## config.mk

```make
export PLATFORM = sky130hd
export DESIGN_NAME = char_lcd_nibble_sequencer
export DESIGN_NICKNAME = d
export VERILOG_FILES = /design/src/sv/lcdns_pkg.sv /design/src/sv/char_lcd_nibble_sequencer.sv /design/src/sv/lcdns_unit.sv /design/src/sv/lcdns_seq.sv
export SDC_FILE = /design/constraint.sdc
export NUM_CORES = 1
export LEC_CHECK = 0
export ABC_AREA = 0
export ABC_CLOCK_PERIOD_IN_PS = 7100
export BUFFER_PORTS_ARGS = -buffer_cell sky130_fd_sc_hd__buf_2
export CAP_MARGIN = 20
export CORE_MARGIN = 2
export CORE_UTILIZATION = 40
export DETAILED_ROUTE_END_ITERATION = 6
export PLACE_DENSITY = 0.64
export SYNTH_ARGS = -nofsm -noshare
export SYNTH_HDL_FRONTEND = slang
export SYNTH_SLANG_ARGS = --single-unit
```

## constraint.sdc

```tcl
create_clock -name clk -period 7.1 [get_ports clk]
set_input_delay 0.71 -clock clk [delete_from_list [all_inputs] [get_ports clk]]
set_output_delay 0.71 -clock clk [all_outputs]
set_load 0.02 [all_outputs]
```

## src/sv/lcdns_pkg.sv

```systemverilog
package lcdns_pkg;

	localparam int unsigned INIT_BYTES = 6;
	localparam int unsigned BYTE_IDX_W = $clog2(INIT_BYTES);

	typedef enum logic [2:0] {
		OP_INIT   = 3'd0,
		OP_RAW    = 3'd1,
		OP_DATA   = 3'd2,
		OP_CURSOR = 3'd3,
		OP_CLEAR  = 3'd4
	} op_t;

	typedef enum logic [1:0] {
		REG_ENABLE_PULSE   = 2'd0,
		REG_POWER_UP       = 2'd1,
		REG_COMMAND_SETTLE = 2'd2,
		REG_CLEAR_SETTLE   = 2'd3
	} reg_idx_t;

	localparam logic [7:0] CMD_CLEAR     = 8'h01;
	localparam logic [7:0] ADDR_FALLBACK = 8'h80;

	typedef enum logic [2:0] {
		ST_IDLE = 3'b001,
		ST_PREP = 3'b010,
		ST_EMIT = 3'b100
	} state_t;

	typedef struct packed {
		logic [7:0] enable_pulse_ms;
		logic [7:0] power_up_ms;
		logic [7:0] command_settle_ms;
		logic [7:0] clear_settle_ms;
	} cfg_regs_t;

	// request to the shared adder
	typedef struct packed {
		logic       addr_mode;
		logic [2:0] row;
		logic [4:0] column;
		logic [7:0] pulse;
		logic [7:0] settle;
	} unit_req_t;

	typedef struct packed {
		logic [8:0] sum;
	} unit_rsp_t;

	typedef struct packed {
		logic       reg_select;
		logic [3:0] nibble;
		logic       enable;
		logic [8:0] wait_ms;
		logic       last;
	} lcd_event_t;

	// DDRAM row base minus one, so that base + column - 1 is one add
	function automatic logic [7:0] row_base_m1(input logic [2:0] row);
		logic [7:0] b;
		case (row)
			3'd1:    b = 8'h7F;
			3'd2:    b = 8'hBF;
			3'd3:    b = 8'h93;
			3'd4:    b = 8'hD3;
			default: b = 8'h7F;
		endcase
		return b;
	endfunction

	function automatic logic [7:0] init_cmd(input logic [BYTE_IDX_W-1:0] idx);
		logic [7:0] c;
		case (idx)
			3'd0:    c = 8'h33;
			3'd1:    c = 8'h32;
			3'd2:    c = 8'h28;
			3'd3:    c = 8'h0C;
			3'd4:    c = 8'h01;
			3'd5:    c = 8'h02;
			default: c = 8'h02;
		endcase
		return c;
	endfunction

endpackage

```

## src/sv/char_lcd_nibble_sequencer.sv

```systemverilog
// Flow: a taken request passes the prep state, then the emit state loads pin events into the
// output register, one event a cycle while the receiver takes them. 4 events per ordinary request;
// init gives 25 events. The sequencer uses the single shared adder and takes no request until idle.
// Reset (arst_n low, asynchronous): sequencer idle, output empty, registers back to
// enable pulse 2, power-up 40, command settle 1, clear settle 10.
module char_lcd_nibble_sequencer
	import lcdns_pkg::*;
(
	input  logic        clk,
	input  logic        arst_n,
	// request stream
	input  logic        s_axis_tvalid,
	output logic        s_axis_tready,
	input  logic [23:0] s_axis_tdata,  // op[2:0], value[10:3], row[13:11], column[18:14]
	// pin event stream
	output logic        m_axis_tvalid,
	input  logic        m_axis_tready,
	output logic [15:0] m_axis_tdata,  // nibble[3:0], enable[4], wait_ms[13:5]
	output logic        m_axis_tuser,  // reg_select
	output logic        m_axis_tlast,  // last event of the request
	// register writes
	input  logic        cfg_valid,
	output logic        cfg_ready,
	input  logic [2:0]  cfg_index,
	input  logic [7:0]  cfg_data
);

	cfg_regs_t  cfg_q;
	unit_req_t  unit_req;
	unit_rsp_t  unit_rsp;
	lcd_event_t ev;

	// Register writes are always taken; unknown indexes fall through.
	assign cfg_ready = 1'b1;

	always_ff @(posedge clk or negedge arst_n) begin
		if (!arst_n) begin
			cfg_q.enable_pulse_ms   <= 8'd2;
			cfg_q.power_up_ms       <= 8'd40;
			cfg_q.command_settle_ms <= 8'd1;
			cfg_q.clear_settle_ms   <= 8'd10;
		end else if (cfg_valid && cfg_ready && !cfg_index[2]) begin
			unique case (reg_idx_t'(cfg_index[1:0]))
				REG_ENABLE_PULSE:   cfg_q.enable_pulse_ms   <= cfg_data;
				REG_POWER_UP:       cfg_q.power_up_ms       <= cfg_data;
				REG_COMMAND_SETTLE: cfg_q.command_settle_ms <= cfg_data;
				REG_CLEAR_SETTLE:   cfg_q.clear_settle_ms   <= cfg_data;
				default: ;
			endcase
		end
	end

	// Shared adder: cursor address in the prep cycle, final-event wait otherwise.
	lcdns_unit u_unit (
		.req (unit_req),
		.rsp (unit_rsp)
	);

	// Event sequencer with its output register.
	lcdns_seq u_seq (
		.clk       (clk),
		.arst_n    (arst_n),
		.in_valid  (s_axis_tvalid),
		.in_ready  (s_axis_tready),
		.in_op     (s_axis_tdata[2:0]),
		.in_value  (s_axis_tdata[10:3]),
		.in_row    (s_axis_tdata[13:11]),
		.in_column (s_axis_tdata[18:14]),
		.cfg       (cfg_q),
		.unit_req  (unit_req),
		.unit_rsp  (unit_rsp),
		.out_valid (m_axis_tvalid),
		.out_ready (m_axis_tready),
		.out_ev    (ev)
	);

	assign m_axis_tdata = {2'b00, ev.wait_ms, ev.enable, ev.nibble};
	assign m_axis_tuser = ev.reg_select;
	assign m_axis_tlast = ev.last;

	// A stalled event holds still until it is taken.
	a_hold: assert property (@(posedge clk) disable iff (!arst_n)
		m_axis_tvalid && !m_axis_tready |=> m_axis_tvalid && $stable(m_axis_tdata)
			&& $stable(m_axis_tuser) && $stable(m_axis_tlast))
		else $error("stalled event changed");

	// Enable-high events always hold for the plain pulse time.
	a_pulse_wait: assert property (@(posedge clk) disable iff (!arst_n)
		m_axis_tvalid && m_axis_tdata[4] |-> m_axis_tdata[13:5] == {1'b0, cfg_q.enable_pulse_ms})
		else $error("enable-high event with wrong wait");

	// Requests are not taken while one is in progress.
	a_busy: assert property (@(posedge clk) disable iff (!arst_n)
		s_axis_tvalid && s_axis_tready && s_axis_tdata[2:0] <= OP_CLEAR |=> !s_axis_tready)
		else $error("request accepted while busy");

endmodule

```

## src/sv/lcdns_unit.sv

```systemverilog
module lcdns_unit
	import lcdns_pkg::*;
(
	input  unit_req_t req,
	output unit_rsp_t rsp
);

	logic       in_range;
	logic [8:0] opa;
	logic [8:0] opb;
	logic [8:0] sum;

	assign in_range = (req.row >= 3'd1) && (req.row <= 3'd4) &&
		(req.column >= 5'd1) && (req.column <= 5'd20);

	// address mode: (base - 1) + column; wait mode: pulse + settle
	assign opa = req.addr_mode ? {1'b0, row_base_m1(req.row)} : {1'b0, req.pulse};
	assign opb = req.addr_mode ? {4'b0, req.column} : {1'b0, req.settle};
	assign sum = opa + opb;

	assign rsp.sum = (req.addr_mode && !in_range) ? {1'b0, ADDR_FALLBACK} : sum;

endmodule

```

## src/sv/lcdns_seq.sv

```systemverilog
module lcdns_seq
	import lcdns_pkg::*;
(
	input  logic       clk,
	input  logic       arst_n,
	input  logic       in_valid,
	output logic       in_ready,
	input  logic [2:0] in_op,
	input  logic [7:0] in_value,
	input  logic [2:0] in_row,
	input  logic [4:0] in_column,
	input  cfg_regs_t  cfg,
	output unit_req_t  unit_req,
	input  unit_rsp_t  unit_rsp,
	output logic       out_valid,
	input  logic       out_ready,
	output lcd_event_t out_ev
);

	state_t                state_q;
	logic [2:0]            op_q;
	logic [7:0]            value_q;
	logic [2:0]            row_q;
	logic [4:0]            column_q;
	logic [7:0]            settle_q;
	logic [7:0]            byte_q;
	logic                  rs_q;
	logic                  init_q;
	logic                  lead_q;
	logic [1:0]            phase_q;
	logic [BYTE_IDX_W-1:0] byte_idx_q;
	logic                  out_valid_q;
	lcd_event_t            ev_q;

	logic       accept;
	logic       out_free;
	logic       load_ev;
	logic       op_ok;
	logic       last_ev;
	logic [7:0] prep_byte;
	logic [7:0] in_settle;

	assign in_ready  = (state_q == ST_IDLE);
	assign accept    = in_valid && in_ready;
	assign op_ok     = (in_op <= OP_CLEAR);
	assign out_free  = !out_valid_q || out_ready;
	assign load_ev   = (state_q == ST_EMIT) && out_free;
	assign last_ev   = !lead_q && (phase_q == 2'd3) &&
		(!init_q || (byte_idx_q == BYTE_IDX_W'(INIT_BYTES - 1)));
	assign out_valid = out_valid_q;
	assign out_ev    = ev_q;

	assign unit_req.addr_mode = (state_q == ST_PREP);
	assign unit_req.row       = row_q;
	assign unit_req.column    = column_q;
	assign unit_req.pulse     = cfg.enable_pulse_ms;
	assign unit_req.settle    = settle_q;

	always_comb begin
		case (in_op)
			OP_INIT, OP_CURSOR: in_settle = cfg.command_settle_ms;
			OP_CLEAR:           in_settle = cfg.clear_settle_ms;
			default:            in_settle = 8'd0;
		endcase
	end

	always_comb begin
		unique case (op_t'(op_q))
			OP_INIT:   prep_byte = init_cmd('0);
			OP_RAW:    prep_byte = value_q;
			OP_DATA:   prep_byte = value_q;
			OP_CURSOR: prep_byte = unit_rsp.sum[7:0];
			OP_CLEAR:  prep_byte = CMD_CLEAR;
			default:   prep_byte = CMD_CLEAR;
		endcase
	end

	always_ff @(posedge clk or negedge arst_n) begin
		if (!arst_n) begin
			state_q     <= ST_IDLE;
			out_valid_q <= 1'b0;
			lead_q      <= 1'b0;
			phase_q     <= 2'd0;
			byte_idx_q  <= '0;
		end else begin
			if (load_ev)
				out_valid_q <= 1'b1;
			else if (out_ready)
				out_valid_q <= 1'b0;
			unique case (state_q)
				ST_IDLE: begin
					if (accept && op_ok)
						state_q <= ST_PREP;
				end
				ST_PREP: begin
					lead_q     <= init_q;
					phase_q    <= 2'd0;
					byte_idx_q <= '0;
					state_q    <= ST_EMIT;
				end
				ST_EMIT: begin
					if (load_ev) begin
						if (lead_q) begin
							lead_q <= 1'b0;
						end else begin
							phase_q <= phase_q + 2'd1;
							if (phase_q == 2'd3) begin
								if (last_ev)
									state_q <= ST_IDLE;
								else
									byte_idx_q <= byte_idx_q + BYTE_IDX_W'(1);
							end
						end
					end
				end
				default: state_q <= ST_IDLE;
			endcase
		end
	end

	always_ff @(posedge clk) begin
		if (accept) begin
			op_q     <= in_op;
			value_q  <= in_value;
			row_q    <= in_row;
			column_q <= in_column;
			settle_q <= in_settle;
			rs_q     <= (in_op == OP_DATA);
			init_q   <= (in_op == OP_INIT);
		end
		if (state_q == ST_PREP)
			byte_q <= prep_byte;
		if (load_ev) begin
			if (lead_q) begin
				ev_q.reg_select <= 1'b0;
				ev_q.nibble     <= 4'd0;
				ev_q.enable     <= 1'b0;
				ev_q.wait_ms    <= {1'b0, cfg.power_up_ms};
				ev_q.last       <= 1'b0;
			end else begin
				ev_q.reg_select <= rs_q;
				ev_q.nibble     <= phase_q[1] ? byte_q[3:0] : byte_q[7:4];
				ev_q.enable     <= !phase_q[0];
				ev_q.wait_ms    <= (phase_q == 2'd3) ? unit_rsp.sum
					: {1'b0, cfg.enable_pulse_ms};
				ev_q.last       <= last_ev;
				if ((phase_q == 2'd3) && !last_ev)
					byte_q <= init_cmd(byte_idx_q + BYTE_IDX_W'(1));
			end
		end
	end

endmodule

```

Word-level counts from Yosys, hierarchy flattened
Cells that the tools add are included.
{"block": "word_totals", "out_inout_bits": 21, "ff_bits": 95}
{"block": "op_classes", "reduce_logical": 37, "n_mux": 32, "n_lt_le_gt_ge": 5, "eq_ne": 27, "n_addsub": 3, "bitwise_logic": 1}
{"op": "two-way mux 8 bit", "count": 8}
{"op": "one-hot mux 8 bit (3 select lines)", "count": 2}
{"op": "one-hot mux 6 bit (5 select lines)", "count": 1}
{"op": "equality test 3 x 2 -> 1 bit (second input constant)", "count": 9}
{"op": "two-way mux 3 bit", "count": 9}
{"op": "one-hot mux 8 bit (2 select lines)", "count": 1}
{"op": "equality test 3 bit (second input constant)", "count": 5}
{"op": "logical AND 1 bit", "count": 11}
{"op": "AND reduction 2 bit", "count": 5}
{"op": "AND reduction 5 bit", "count": 2}
{"op": "adder 8 x 8 -> 9 bit", "count": 1}
{"op": "equality test 3 x 1 -> 1 bit (second input constant)", "count": 3}
{"op": "zero test 3 bit", "count": 3}
{"op": "two-way mux 9 bit", "count": 1}
{"op": "one-hot mux 3 bit (3 select lines)", "count": 1}
{"op": "!= test 2 bit (second input constant)", "count": 4}
{"op": "zero test 1 bit", "count": 7}
{"op": "equality test 2 bit (second input constant)", "count": 3}
{"op": "less-or-equal comparator 3 bit (second input constant)", "count": 2}
{"op": "one-hot mux 3 bit (2 select lines)", "count": 1}
{"op": "greater-or-equal comparator 5 x 1 -> 1 bit (second input constant)", "count": 1}
{"op": "less-or-equal comparator 5 bit (second input constant)", "count": 1}
{"op": "two-way mux 2 bit", "count": 2}
{"op": "two-way mux 4 bit", "count": 1}
{"op": "other kinds (15)", "count": 21}

Longest topological paths before layout
Gate-level depths: netlist of the first run.
{"block": "depth", "word_depth": 12, "mapped_depth": 14, "mapped_depth_nobuf": 11}

Cells and area by module
Synthesis of the first run repeated with hierarchy kept, for this count alone.
{"block": "hier_totals", "cells_unflattened": 395, "hier_area_um2": 4860.9}
{"mod": "lcdns_seq", "n_inst": 1, "area_per_inst_um2": 2990.4, "cells_each": 234}
{"mod": "char_lcd_nibble_sequencer", "n_inst": 1, "area_per_inst_um2": 1261.2, "cells_each": 75}
{"mod": "lcdns_unit", "n_inst": 1, "area_per_inst_um2": 609.3, "cells_each": 86}

Least setup slack after synthesis of the first run
No wires, ideal clock.
{"block": "synth_timing", "path_kind": "reg-to-reg", "startpoint": "register u_seq.state_q[2]", "endpoint": "register u_seq.ev_q (netlist bit u_seq.out_ev[9]), data pin", "slack_ps": 4120, "required_ps": 6841, "path_buffers": 3, "path_stages_with_launch": 15, "arrival_time_ps": 2722, "setup_ps": 259, "path_cell_list": "dfrtp_1 nand2b_1 or2_2 clkbuf_1 buf_2 buf_1 nand2_1 nand2_1 ha_1 fa_1 a211oi_1 o21a_1 nor2_1 o21ai_0 a21oi_1"}
{"block": "synth_between", "elab_chain_len": 3, "elab_cells_between_ends": 6}
{"item": "start, declared", "line": "lcdns_seq.sv:20", "text": "state_t state_q;"}
{"item": "start signal, assigned", "line": "lcdns_seq.sv:80", "text": "state_q <= ST_IDLE;"}
{"item": "start signal, assigned", "line": "lcdns_seq.sv:93", "text": "state_q <= ST_PREP;"}
{"item": "start signal, assigned", "line": "lcdns_seq.sv:99", "text": "state_q <= ST_EMIT;"}
{"item": "equality test 3 x 2 -> 1 bit *", "line": "lcdns_seq.sv:53", "text": "assign unit_req.addr_mode = (state_q == ST_PREP);"}
{"item": "two-way mux 8 bit (tied with other cells)", "line": "lcdns_unit.sv:17", "text": "assign opa = req.addr_mode ? {1'b0, row_base_m1(req.row)} : {1'b0, req.pulse};"}
{"item": "adder 8 x 8 -> 9 bit / OR reduction 3 bit (equally long branches)"}
{"item": "end, declared", "line": "lcdns_seq.sv:33", "text": "lcd_event_t ev_q;"}
Every way passes the cells marked *; elsewhere a longest branch is shown, timed or not.
A chain may end at the register's enable or synchronous reset.

Worst setup path in the final report of the first run
{"block": "layout_timing", "startpoint": "register u_seq.state_q[2]", "endpoint": "register u_seq.byte_q[6]"}
{"block": "layout_between", "elab_chain_len": 9, "elab_cells_between_ends": 13}
{"item": "equality test 3 x 2 -> 1 bit", "line": "lcdns_seq.sv:53, lcdns_seq.sv:131"}
{"item": "two-way mux 8 bit (on tied branches)", "line": "lcdns_unit.sv:17, lcdns_unit.sv:18"}
{"item": "adder 8 x 8 -> 9 bit", "line": "lcdns_unit.sv:19", "text": "assign sum = opa + opb;"}
{"item": "two-way mux 8 bit", "line": "lcdns_unit.sv:21", "text": "assign rsp.sum = (req.addr_mode && !in_range) ? {1'b0, ADDR_FALLBACK} : sum;"}
{"item": "one-hot mux 8 bit (3 select lines)", "line": "lcdns_seq.sv:68", "text": "unique case (op_t'(op_q))"}
{"item": "two-way mux 8 bit", "line": "lcdns_seq.sv:131", "text": "if (state_q == ST_PREP)"}
{"item": "two-way mux 8 bit", "line": "lcdns_seq.sv:147", "text": "if ((phase_q == 2'd3) && !last_ev)"}
{"item": "two-way mux 8 bit", "line": "lcdns_seq.sv:134", "text": "if (lead_q) begin"}
{"item": "two-way mux 8 bit *", "line": "lcdns_seq.sv:133", "text": "if (load_ev) begin"}
{"item": "end signal, assigned", "line": "lcdns_seq.sv:132", "text": "byte_q <= prep_byte;"}
{"item": "end signal, assigned", "line": "lcdns_seq.sv:148", "text": "byte_q <= init_cmd(byte_idx_q + BYTE_IDX_W'(1));"}
{"item": "end, declared", "line": "lcdns_seq.sv:26", "text": "logic [7:0] byte_q;"}
Marked as above.

==> summary.md, run 1 <==
| Metric | Value |
|---|---|
| Status | finished clean |
| Most common cell in the netlist | nand2_1 |
| Total Nets Final | between 500 and 600 |
| Critical Setup Path Class | flop to flop |
| CP arrival | about 3.5 ns |
| Sw Share | 0.300 |
| Die Ht | ~110 um |
| CTS root buf | clkbuf_16 |
| DRC | 0 |
| Vias/cell | roughly 5.3 |
| Synth top area cells | edfxtp_1 (29%), dfrtp_1 (19%), mux2_2 (8.0%) |
| Vias in the first global route | between 3k and 4k |
| Num rows | 39 |
| First-pass GRT wire length | around 16 mm |
| Sequential Power Share | 0.475 |
| CTS Buf Count | 9 |
| Crit path max-delay family | simple AND/OR/NAND/NOR gates |
| CP max FO | 32 |
| Core area | ~11000 um2 |
| Final Power | 1.61 mW |
| Leak | roughly 2.2 nW |
| Syn_area_per_cell | 11.6 um2 |
| Hold WC Path Type | input port to asynchronous set/reset pin |
| CTS Buffer Depth | 2 |
| Rel. slew slack | 0.303 |
| Most used DFF post-synth | edfxtp_1 |
| Gate power share | 0.237 |
| Post-Synthesis Cells | approximately 400 |
| Final min period | 3.20 ns |
| Post-CTS Resized | 0 |
| CP peak stage delay | 0.54 ns |
| Worst path cell trace | nand2b_1 > or2_2 > nand2_1 > nand2_1 > ha_1 > fa_1 > a211oi_1 > o21a_1 > nor2_1 > nand4b_1 > a211oi_1 |
| Post-CTS Setup Bufs | 0 |
| Cts hold-fix bufs | 0 |
| Number of synthesized flops with an enable pin | 45 |
| Vias | 3200 |
| Slowest cell on crit path | or2_2 |
| Total die area | between 10000 and 15000 um2 |
| Multi-input logic area | a little under 2000 um2 |
| Synthesized area | about 4700 um2 |
| Ys Warns | 0 |
| Tot GR Track Use | 0.163 |
| Initial drt markers | between 100 and 150 |
| FMAX | around 0.31 GHz |
| Actual slew at the worst max-slew pin | around 1.0 ns |
| Worst VDD drop | 0.159 mV |
| Internal Power | approximately 1.1 mW |
| Seq/Total Area, Yosys | 0.553 |
| Ys async rst share | 0.442 |
| Yosys top cell area share | 0.290 |
| Cell variety after synth | 60 |
| Slew Viols, Final | 0 |
| Share of power burned in the clock network | 0.288 |
| Dpl hpwl | between 7 and 8 mm |
| FF/Latch Area | 2570 um2 |
| Initial antenna violation count | 0 |
| Final period utilization | 0.451 |
| Diode count | 0 |
| Initial Utilization | 0.409 |
| Clock sink count | 95 |
| Post-Route WL | 9.83 mm |
| Skew-Pair Late Insertion Delay | around 0.34 ns |
| Worst setup EP type | flop |
| Setup TNS | 0 ns |
| H-tree depth | 3 |
| Grt ovf | 0 |
| PwrDens | just over 300 nW/um2 |
| Critical path required time | roughly 7.4 ns |
| RSZ-0062 raised after global routing | no |
| Port Buffers | 52 |
| Ratio of cells with drive above 1 in the final layout | 0.272 |
| Fill count | about 1.1k |
| Max-Cap Viols | 0 |
| Synth cell count leaders | nand2_1 (46), edfxtp_1 (45), dfrtp_1 (35), mux2_2 (33) |
| Psw | around 0.48 mW |
| Clock slew seen by the registers of the worst setup and hold paths | roughly 0.07 ns |
| Final setup fails | 0 |
| Antenna-violating nets left | 0 |
| # IOs | between 60 and 70 |
| DRT Pass-1 Iters | 4 |
| Die X | ~110 um |
| Final hold vios | 0 |
| Placer congestion estimate | roughly 0.89 |
| Area delta synth->final | 15.0% |
| Setup Skew | between 0.009 and 0.01 ns |
| Routed len/inst | around 16 um |
| Flops & latches, synth | between 90 and 100 |
| TritonCTS clock tree | yes |
| Leading area contributor after synthesis | edfxtp_1 |
| Startpoint types | flop |
| Largest net degree at the start of global routing | 43 |
| Worst path buffer plus inverter count | 0 |
power groups by stage:
stage | registers [mW] | clock network (mW) | logic, mW
3_5_place_dp | 0.778 | 0 | 0.376
4_1_cts | 0.766 | 0.474 | 0.379
2_1_floorplan | 0.744 | 0 | 0.298
3_3_place_gp | 0.773 | 0 | 0.363
6_report | 0.766 | 0.465 | 0.382
5_1_grt | 0.778 | 0.499 | 0.428
cell families (layout without fill, tap and decap cells):
group                    count (synthesis)  after routing  synth area share
AND/OR/NAND/NOR                        127            127             0.142
multiplexers                            37             37            0.0885
XOR/XNOR                                 7              7            0.0132
flip-flops                              95             95             0.553
buffers and inverters                   26             80            0.0239
AO/OA/AOI/OAI                           90             90             0.131
other                                    2              3           0.00161
adder cells (fa/ha/maj)                 17             17            0.0468
layout by cell type, fill, tap and decap left out, types with 4 or more instances in the layout:
master	instances
nor3b_1	7
nand3_1	8
a22o_1	9
edfxtp_1	45
o21a_1	4
a31oi_1	7
dfxtp_1	8
and2_1	4
nand2b_1	7
mux2_2	33
o21ai_0	23
mux2i_1	4
buf_2	52
ha_1	15
dfrtp_1	35
nand2_1	46
nor2_1	23
clkbuf_16	10
dfstp_2	7
xnor2_1	4
nor2b_1	9
a21oi_1	16
a21o_1	6
inv_1	8
through the flow:
step	cells	instance area, um2	hold WS [ns]	util	setup slack, ns
global route	599	5350	0.218	0.470	3.68
CTS	598	5330	0.484	0.469	3.92
detailed placement	582	5040	0.467	0.443	3.96
finish	599	5350	0.214	0.470	3.90
global placement	582	5040	0.460	0.443	4.04
floorplan	402	4660	0.414	-	4.12
final timing paths:
check,from,end,slack (ns),cells after the start
worst max-delay path,u_seq.state_q[2],u_seq.byte_q[6],3.90,11
worst min-delay path,arst_n,u_seq.lead_q,0.21,1
worst max register to register,u_seq.state_q[2],u_seq.byte_q[6],3.90,11
worst min register to register,u_seq.init_q,u_seq.lead_q,0.48,2
max in group asynchronous,arst_n,cfg_q[21],6.36,2
min in group clk,u_seq.init_q,u_seq.lead_q,0.48,2
area by class of cell:
cell class / instances / share of cell area
Multi-Input combinational cell: 281 / 0.369
Sequential cell: 95 / 0.481
Clock inverter: 6 / 0.00772
Clock buffer: 10 / 0.0468
Inverter: 8 / 0.00562
Timing Repair Buffer: 56 / 0.0566
Tap cell: 143 / 0.0335
layer usage:
| layer | global-route usage | vias up | part of all wire |
|---|---|---|---|
| met1 | 0.221 | 1540 | 0.46 |
| met2 | 0.258 | 83 | 0.47 |
| met5 | 0 | - | 0 |
| met3 | 0.0365 | 13 | 0.045 |
| met4 | 0.0617 | 0 | 0.019 |
| li1 | - | 1564 | - |
state kept, by name (all words and copies together) (netlist names):
register / count
cfg_q: 32
u_seq.byte_idx_q: 3
u_seq.byte_q: 8
u_seq.column_q: 5
u_seq.init_q: 1
u_seq.lead_q: 1
u_seq.op_q: 3
u_seq.out_ev: 16
u_seq.out_valid: 1
u_seq.phase_q: 2
u_seq.row_q: 3
u_seq.rs_q: 1
u_seq.settle_q: 8
u_seq.state_q: 3
u_seq.value_q: 8
Note: power is estimated with default switching activity, not from simulation.
==> inputs of run 2 (changes only) <==
ABC_AREA = 1   (was 0)
ABC_CLOCK_PERIOD_IN_PS = 3000   (was 7100)
clock period = 3 ns   (was 7.1 ns; I/O delays follow)
==> run 2 against run 1 <==
  * Clock skew rose by 0.0013 ns
  * Largest cell class unchanged
  * Largest power group unchanged
  * Critical path depth rose by 1
  * Highest routed layer unchanged
  * Sequential share of layout area rose by 0.11 points
  * Clock power rose by 120%
==> summary.md, run 2 <==
| Metric | Value |
|---|---|
| Status | finished clean |
| Synth cell count leaders | nand2_1 (131), o21ai_0 (66), inv_1 (58), edfxtp_1 (45), nor2_1 (39) |
| Leading area contributor after synthesis | edfxtp_1 |
| # IOs | 61 |
| Total Nets Final | 631 |
| Routed len/inst | 14.0 um |
| Diode count | 0 |
| Synthesized area | approximately 4700 um2 |
| Clock sink count | 95 |
| Die Ht | between 100 and 150 um |
| Tot GR Track Use | 0.172 |
| Port Buffers | between 50 and 60 |
| Critical Setup Path Class | flop to flop |
| Met3 wire length | roughly 360 um |
| Multi-input logic area | around 1800 um2 |
| Initial antenna violation count | 0 |
| CTS root buf | clkbuf_16 |
| Die X | ~110 um |
| Ys Warns | 0 |
| Most common cell in the netlist | nand2_1 |
| Number of flip-flops in the largest register | 32 |
| First-pass GRT wire length | around 17 mm |
| Post-CTS Setup Bufs | 0 |
| Synth top area cells | edfxtp_1 (29%), dfrtp_1 (19%), nand2_1 (11%) |
| Final min period | about 2.8 ns |
| RSZ-0062 raised after global routing | no |
| H-tree depth | 3 |
| Num rows | 39 |
| Final hold vios | 0 |
| Skew-Pair Late Insertion Delay | approximately 0.35 ns |
| Setup Skew | roughly 0.011 ns |
| Syn_area_per_cell | between 8 and 9 um2 |
| Core area | about 11000 um2 |
| Total die area | about 13000 um2 |
| Max-Cap Viols | 0 |
| Post-Synthesis Cells | approximately 520 |
| Critical path required time | just over 3 ns |
| Worst setup EP type | flop |
| Final period utilization | 0.918 |
| Actual slew at the worst max-slew pin | between 0.9 and 1 ns |
| Number of synthesized flops with an enable pin | 45 |
| Hold WC Path Type | input port to asynchronous set/reset pin |
| Initial Utilization | 0.410 |
| Leak | about 2.5 nW |
| CTS Buf Count | 9 |
| Vias/cell | about 5 |
| TritonCTS clock tree | yes |
| Reg2reg setup slack | 0.25 ns |
| Cts hold-fix bufs | 0 |
| CP max FO | 19 |
| Slew Viols, Final | 0 |
| Antenna-violating nets left | 0 |
| Leading cell types in the layout, fill and taps excluded | nand2_1 (131), o21ai_0 (66), inv_1 (58) |
| Grt ovf | 0 |
| Vias in the first global route | about 3.4k |
| Utilization after layout | 0.467 |
| Seq/Total Area, Yosys | 0.549 |
| Cell variety after synth | 41 |
| Yosys top cell area share | 0.289 |
| DRC | 0 |
| Met1 Wirelength | 4.72 mm |
| Top Layer Used | met4 |
| Post-Route WL | 10.2 mm |
| DRT Pass-1 Iters | 4 |
| Dpl hpwl | approximately 7.7 mm |
| DR WL met2 | 4.88 mm |
| Post-CTS Resized | 0 |
| Setup TNS | 0 ns |
| Final Power | around 4.2 mW |
| Ratio of cells with drive above 1 in the final layout | 0.176 |
| Clock slew seen by the registers of the worst setup and hold paths | roughly 0.07 ns |
| Rel. slew slack | 0.364 |
| Initial drt markers | approximately 260 |
| Ys async rst share | 0.442 |
| Final setup fails | 0 |
| R2R Path Start | u_seq.state_q[0] |
| Startpoint types | flop |
| FF/Latch Area | ~2600 um2 |
| Most used DFF post-synth | edfxtp_1 |
| Placer congestion estimate | slightly above 0.8 |
| Fill count | roughly 1.1k |
| Flops & latches, synth | 95 |
| CP arrival | between 2 and 3 ns |
| Reg2reg end | u_seq.out_ev[9] |
| Commonest non-fill, non-tap cell in the layout | nand2_1 |
| PwrDens | roughly 780 nW/um2 |
| FMAX | 0.363 GHz |
| Cell count of the worst reg-to-reg path | 12 |
| Area delta synth->final | 14.0% |
| CTS Buffer Depth | 2 |
| Largest net degree at the start of global routing | 43 |
| Worst VDD drop | between 0.4 and 0.5 mV |
| Top reg by flops | cfg_q |
| Vias | between 3k and 4k |
run 2: logic make-up after synthesis:
family / share of synthesized area
AND/OR/NAND/NOR: 0.210
AO/OA/AOI/OAI: 0.120
flip-flops: 0.549
buffers and inverters: 0.0714
adder cells (fa/ha/maj): 0.0444
XOR/XNOR: 0.00374
other: 0.00160
run 2: power by group:
part           switching (mW)  total, mW  leakage [nW]  internal, mW
Sequential              0.186       1.90          1.01          1.71
Combinational           0.781       1.23          1.39         0.453
Clock                   0.484       1.04         0.132         0.560
run 2: per-layer routing:
metal,vias up,track usage
met5,-,0
met4,0,0.0683
met3,17,0.0329
met2,70,0.277
met1,1687,0.232
li1,1826,-
run 2: layout make-up:
cell class              count  share of cell area
clock buffers               9              0.0422
clock inverters             7             0.00821
inverters                  61              0.0429
multi-input cells         350               0.334
flip-flops and latches     95               0.482
well taps                 143              0.0335
repair buffers             58              0.0572
run 2: critical path, cell delays in order, from the launching register on:
cell and delay [ns]:
dfstp_2 0.56, inv_1 0.06, nand3_2 0.08, buf_4 0.23, o21ai_0 0.16, ha_1 0.26
fa_1 0.44, nand4_1 0.15, nand3_1 0.10, nand2_1 0.07, nand2_1 0.05, a21oi_1 0.21
nor3_1 0.10
run 2: how the worst max path moves through the flow:
| stage | from | to | slack (ns) | depth (start not counted) |
|---|---|---|---|---|
| after global routing | u_seq.state_q[0] | u_seq.out_ev[9] | 0.08 | 12 |
| final | u_seq.state_q[0] | u_seq.out_ev[9] | 0.25 | 12 |
| after floorplan | u_seq.state_q[0] | u_seq.state_q[0] | 0.34 | 7 |
| after detailed placement | u_seq.state_q[0] | u_seq.out_ev[9] | 0.31 | 12 |
| after global placement | u_seq.state_q[0] | u_seq.out_ev[9] | 0.34 | 12 |
| after CTS | u_seq.state_q[0] | u_seq.out_ev[9] | 0.28 | 12 |
run 2: stage by stage:
step	area (um2)	hold slack (ns)	cells	worst slack, ns
after floorplan	4690	0.00441	523	0.341
after detailed placement	5070	0.453	707	0.313
final	5340	0.0773	723	0.246
after global placement	5070	0.450	707	0.345
after global routing	5340	0.110	723	0.0846
after CTS	5340	0.110	723	0.284
